===== src/coo_coordinate_reshape_macros.svh =====
// ----------------------------------------------------------------------------
// coo_coordinate_reshape_macros
// Assertion macros shared by the reshape block.
// ----------------------------------------------------------------------------
`ifndef COO_COORDINATE_RESHAPE_MACROS_SVH
`define COO_COORDINATE_RESHAPE_MACROS_SVH

// Implication checked at every rising clock edge outside reset.
`define COO_ASSERT_IMPL(lbl, ante, cons, msg) \
	lbl: assert property (@(posedge clk) disable iff (!arst_n) (ante) |-> (cons)) \
		else $error(msg);

// Invariant checked at every rising clock edge outside reset.
`define COO_ASSERT_ALWAYS(lbl, prop, msg) \
	lbl: assert property (@(posedge clk) disable iff (!arst_n) (prop)) \
		else $error(msg);

`endif


===== src/coo_pkg.sv =====
// ----------------------------------------------------------------------------
// coo_pkg
// Types, constants and helpers for the COO coordinate reshape block.
// ----------------------------------------------------------------------------
`default_nettype none

package coo_pkg;

	localparam int MAX_RANK     = 8;
	localparam int EXTENT_WIDTH = 16;
	localparam int FLAT_WIDTH   = 32;
	localparam int RANK_W       = 4;
	localparam int EXT_BUS_W    = MAX_RANK * EXTENT_WIDTH;
	localparam int TOT_W        = FLAT_WIDTH + 1;
	localparam int PROD_W       = TOT_W + EXTENT_WIDTH;
	localparam int DIV_STEPS    = 4;
	localparam int DIV_SUBS     = FLAT_WIDTH / DIV_STEPS;
	localparam int FLAT_STAGES  = MAX_RANK;
	localparam int STATUS_STAGE = FLAT_STAGES;
	localparam int DIV_FIRST    = STATUS_STAGE + 1;
	localparam int N_STAGES     = DIV_FIRST + MAX_RANK * DIV_SUBS;

	localparam logic [TOT_W-1:0] FLAT_LIMIT = TOT_W'(1) << FLAT_WIDTH;

	// Register indexes of the configuration port.
	typedef enum logic [2:0] {
		REG_OLD_RANK   = 3'd0,
		REG_NEW_RANK   = 3'd1,
		REG_OLD_EXT_LO = 3'd2,
		REG_OLD_EXT_HI = 3'd3,
		REG_NEW_EXT_LO = 3'd4,
		REG_NEW_EXT_HI = 3'd5
	} cfg_reg_t;

	// Status codes of a result.
	typedef enum logic [1:0] {
		ST_OK       = 2'd0,
		ST_MISMATCH = 2'd1,
		ST_OVERFLOW = 2'd2
	} status_t;

	// Configuration seen by the datapath; ranks are already clamped.
	typedef struct packed {
		logic [RANK_W-1:0]    orank;
		logic [RANK_W-1:0]    nrank;
		logic [EXT_BUS_W-1:0] old_ext;
		logic [EXT_BUS_W-1:0] new_ext;
	} cfg_t;

	// One pipeline slot.
	typedef struct packed {
		logic [MAX_RANK-1:0][EXTENT_WIDTH-1:0] coord;
		logic [63:0]                           value;
		logic                                  last;
		status_t                               status;
		logic [FLAT_WIDTH-1:0]                 flat;
		logic [EXTENT_WIDTH-1:0]               rem;
		logic [TOT_W-1:0]                      otot;
		logic [TOT_W-1:0]                      ntot;
	} item_t;

	// Extent of dimension d from a packed extent bus.
	function automatic logic [EXTENT_WIDTH-1:0] ext_of(input logic [EXT_BUS_W-1:0] ext,
		input int d);
		return ext[d*EXTENT_WIDTH +: EXTENT_WIDTH];
	endfunction

	// Running total times one extent, capped at the flat limit.
	function automatic logic [TOT_W-1:0] tot_mul(input logic [TOT_W-1:0] p,
		input logic [EXTENT_WIDTH-1:0] e);
		logic [PROD_W-1:0] prod;
		prod = PROD_W'(p) * PROD_W'(e);
		return (prod > PROD_W'(FLAT_LIMIT)) ? FLAT_LIMIT : prod[TOT_W-1:0];
	endfunction

endpackage

`default_nettype wire


===== src/coo_cfg_regs.sv =====
// ----------------------------------------------------------------------------
// coo_cfg_regs
// Configuration register file: ranks and extents of both shapes.
// ----------------------------------------------------------------------------
`default_nettype none

module coo_cfg_regs (
	input  wire logic        clk,
	input  wire logic        arst_n,
	input  wire logic        cfg_we,
	input  wire logic [2:0]  cfg_index,
	input  wire logic [63:0] cfg_wdata,
	output coo_pkg::cfg_t    cfg
);

	localparam logic [63:0] EXT_RESET = 64'h0001_0001_0001_0001;

	logic [coo_pkg::RANK_W-1:0] orank_q, nrank_q;
	logic [63:0]                old_lo_q, old_hi_q, new_lo_q, new_hi_q;
	logic [coo_pkg::RANK_W-1:0] rank_wr;

	// Rank values (low four bits of the write data) above the maximum are stored as the maximum.
	assign rank_wr = (cfg_wdata[3:0] > 4'(coo_pkg::MAX_RANK)) ?
		4'(coo_pkg::MAX_RANK) : cfg_wdata[3:0];

	// Register writes; an index beyond the list is ignored.
	always_ff @(posedge clk or negedge arst_n) begin
		if (!arst_n) begin
			orank_q  <= 4'd1;
			nrank_q  <= 4'd1;
			old_lo_q <= EXT_RESET;
			old_hi_q <= EXT_RESET;
			new_lo_q <= EXT_RESET;
			new_hi_q <= EXT_RESET;
		end else if (cfg_we) begin
			case (cfg_index)
				coo_pkg::REG_OLD_RANK:   orank_q  <= rank_wr;
				coo_pkg::REG_NEW_RANK:   nrank_q  <= rank_wr;
				coo_pkg::REG_OLD_EXT_LO: old_lo_q <= cfg_wdata;
				coo_pkg::REG_OLD_EXT_HI: old_hi_q <= cfg_wdata;
				coo_pkg::REG_NEW_EXT_LO: new_lo_q <= cfg_wdata;
				coo_pkg::REG_NEW_EXT_HI: new_hi_q <= cfg_wdata;
				default: ;
			endcase
		end
	end

	assign cfg.orank   = orank_q;
	assign cfg.nrank   = nrank_q;
	assign cfg.old_ext = {old_hi_q, old_lo_q};
	assign cfg.new_ext = {new_hi_q, new_lo_q};

endmodule

`default_nettype wire


===== config.mk =====
export PLATFORM = sky130hd
export DESIGN_NAME = coo_cfg_regs
export DESIGN_NICKNAME = d
export VERILOG_FILES = /design/src/coo_coordinate_reshape_macros.svh /design/src/coo_pkg.sv /design/src/coo_cfg_regs.sv
export SDC_FILE = /design/constraint.sdc
export NUM_CORES = 1
export LEC_CHECK = 0
export BUFFER_PORTS_ARGS = -buffer_cell sky130_fd_sc_hd__buf_4
export CORE_UTILIZATION = 47
export DETAILED_ROUTE_END_ITERATION = 16
export PLACE_DENSITY = 0.84
export SLEW_MARGIN = 20
export SYNTH_ARGS = -nofsm -noshare
export SYNTH_HDL_FRONTEND = slang
export SYNTH_SLANG_ARGS = --single-unit

===== constraint.sdc =====
create_clock -name clk -period 1.8 [get_ports clk]
set_input_delay 0.09 -clock clk [delete_from_list [all_inputs] [get_ports clk]]
set_output_delay 0.09 -clock clk [all_outputs]
set_load 0.03 [all_outputs]

==> flow_summary.json <==
{
  "synthMuxAreaShare": 0.300,
  "startpoint_type": "flip-flop",
  "gp_congestion": 0.766,
  "critPathRequiredTime_ps": 1710,
  "status": "finished clean",
  "setup_violations": 0,
  "cts_hold_buf": 66,
  "cts_tree": "built",
  "placed_area_sq_um": 12800,
  "antenna_found_initial": 0,
  "syn_nets": 635,
  "path_cells": "buf_4",
  "power_per_cell_area_nw_per_um2": 1390,
  "antenna_cells": 0,
  "cts_buffers": 26,
  "power_mw": 19.9,
  "multiInputGateArea_sq_um": 3070,
  "max_stage_delay_ps": 540,
  "seq_area_sq_um": 6630,
  "portBuffers": 333,
  "ios": 334,
  "cp_data_arrival_time_ps": 1230,
  "ir_drop_mv": 0.945,
  "ys_seq_elements": 264,
  "regToRegStartpoint": "new_hi_q[8]$_DFFE_PN0P_",
  "pwr-share-clk": 0.265,
  "drc_errors": 0,
  "final_cell_area_sq_um": 14300,
  "area_delta_synth_final_pct": 44.0,
  "min_path_type": "input pin to flip-flop",
  "grt_pass1_vias": 7077,
  "maxSlewHeadroom": 0.535,
  "insertion_delay_ps": 520,
  "finalCriticalPeriod_ps": 1320,
  "worst-setup-path-type": "flip-flop to primary output",
  "hp-start": "cfg_index[2]",
  "power_switching_mw": 6.94,
  "swShare": 0.349,
  "r2r_cells": 1,
  "grt.overflow.total": 0,
  "synth_xor_area_frac": 0,
  "p_int_mw": 12.9,
  "routed_wl_mm": 24.8,
  "end_kind": "primary output",
  "synth_area_sq_um": 9910,
  "setup_tns_ps": 0,
  "die_x_microns": 147,
  "syn_inst": 565,
  "cts_resized": 0,
  "ys_seq_area_frac": 0.669,
  "hold_viol_final": 0,
  "leakage_nw": 6.76,
  "cts_buffer_depth": 3,
  "hold_depth": 4,
  "synth-adder-area-share": 0,
  "post_cts_buffers": 0,
  "cp_slowest_cell": "dfstp_2",
  "wl_per_cell_microns": 19.6,
  "crit_family": "flip-flops",
  "rsz0062_at_grt": "false",
  "core_area_sq_um": 20400,
  "fillers": 1312,
  "fp.dieH_microns": 147,
  "cp_max_fo": 2,
  "whs_ps": 96.3,
  "start_util": 0.485,
  "synth_warnings": 0,
  "grtUsageTotal": 0.234,
  "period_share": 0.731,
  "root_buffer": "clkbuf_16",
  "die_area_sq_um": 21700,
  "clkTransAtPathRegs_ps": 60,
  "synth_cell_types": 11,
  "grt_max_degree": 72,
  "fin_skew_ps": 0,
  "maxCapViolCount": 0,
  "std_cell_rows": 52,
  "yosys.area_share.simple": 0.00896,
  "cts_max_level": 1,
  "first_pass_iters": 4,
  "drt_iter0_markers": 128,
  "reg2reg_to": "new_hi_q[8]$_DFFE_PN0P_",
  "seqPwrFrac": 0.404,
  "final_layout_size_suffix_gt1_frac": 0.406,
  "max_freq_ghz": 0.760,
  "p_comb_frac": 0.331,
  "final_antenna_net_count": 0,
  "synth_compound_area_frac": 0,
  "cp_num_buf_inv": 1,
  "cts_sinks": 264,
  "worst_pin_slew_ps": 695,
  "dr_total_vias": 6391,
  "dp_hpwl_mm": 16.2,
  "min_to": "orank_q[0]$_DFFE_PN1P_",
  "syn_avg_cell_area_sq_um": 17.5,
  "fin_nets": 1047,
  "maxSlewViolCount": 0,
  "timing.reg2reg.setup_slack_ps": 940,
  "viasPerCell": 5.04,
  "grt_pass1_wl_mm": 39.7,
  "synth_top_family_by_area": "multiplexers"
}
## metrics by stage
| step | worst slack, ps | util | std cells |
|---|---|---|---|
| global route | 412 | 0.699 | 1267 |
| finish | 485 | 0.699 | 1267 |
| detailed placement | 346 | 0.625 | 1153 |
| floorplan | 707 | - | 565 |
| CTS | 454 | 0.699 | 1267 |
| global placement | 373 | 0.625 | 1153 |
## cells in the final DEF (no fill, tap or decap)
master	netlist	routed
dfstp_2	18	18
clkinv_2	0	3
dfrtp_1	246	246
mux2_1	264	264
buf_4	2	334
nor2b_1	3	3
nor4b_2	1	1
buf_8	0	1
and4bb_2	1	1
clkbuf_8	0	6
and4bb_4	0	2
nand4b_1	2	2
dlygate4sd3_1	0	66
buf_12	0	11
clkbuf_1	0	11
clkinv_8	0	1
clkbuf_16	0	26
bufinv_16	0	1
## sequential cells by signal, summed over array words and instances, names as in the netlist
name	count
old_hi_q	64
new_hi_q	64
old_lo_q	64
new_lo_q	64
orank_q	4
nrank_q	4
## routing by layer
layer	routed length (microns)	GRT usage	share of wire
met5	0	0	0
met4	729	0.0825	0.029
met3	1420	0.0469	0.057
met2	13400	0.432	0.54
met1	9260	0.268	0.37
## area by class of cell
cell class,instances,share of cell area
Sequential cell,264,0.464
Clock buffer,43,0.0543
Multi-Input combinational cell,273,0.215
Clock inverter,5,0.00429
Timing Repair Buffer,412,0.238
Tap cell,270,0.0237
## kinds of logic after synthesis
| logic type | after synthesis |
|---|---|
| buffers and inverters | 28 |
| flip-flops | 264 |
| multiplexers | 264 |
| AND/OR/NAND/NOR | 9 |
## power by group through the flow
stage	combinational, mW	clock, mW	sequential, mW
after floorplan	0.937	0	10.7
after global placement	6.35	0	8.02
after detailed placement	6.46	0	8.09
after global routing	6.85	5.62	8.18
after CTS	6.61	5.37	8.01
final	6.57	5.27	8.02
## synthesized netlist by cell type (all sizes together)
library cell | instances | area (sq um)
and4bb | 3 | 37.5
nor4b | 1 | 15.0
nand4b | 2 | 17.5
dfrtp | 246 | 6160
buf | 28 | 220
mux2 | 264 | 2970
nor2b | 3 | 18.8
dfstp | 18 | 473
## how the worst max path moves through the flow
stage,startpoint,end,slack (ps),depth (start not counted)
detailed placement,cfg_index[2],old_lo_q[5]$_DFFE_PN0P_,350,4
finish,old_lo_q[0]$_DFFE_PN1P_,cfg[128],480,1
global placement,cfg_index[2],old_lo_q[43]$_DFFE_PN0P_,370,4
CTS,old_lo_q[0]$_DFFE_PN1P_,cfg[128],450,1
floorplan,cfg_index[1],new_lo_q[10]$_DFFE_PN0P_,710,4
global route,arst_n,new_lo_q[14]$_DFFE_PN0P_,410,3
Note: power is estimated with default switching activity, not from simulation.
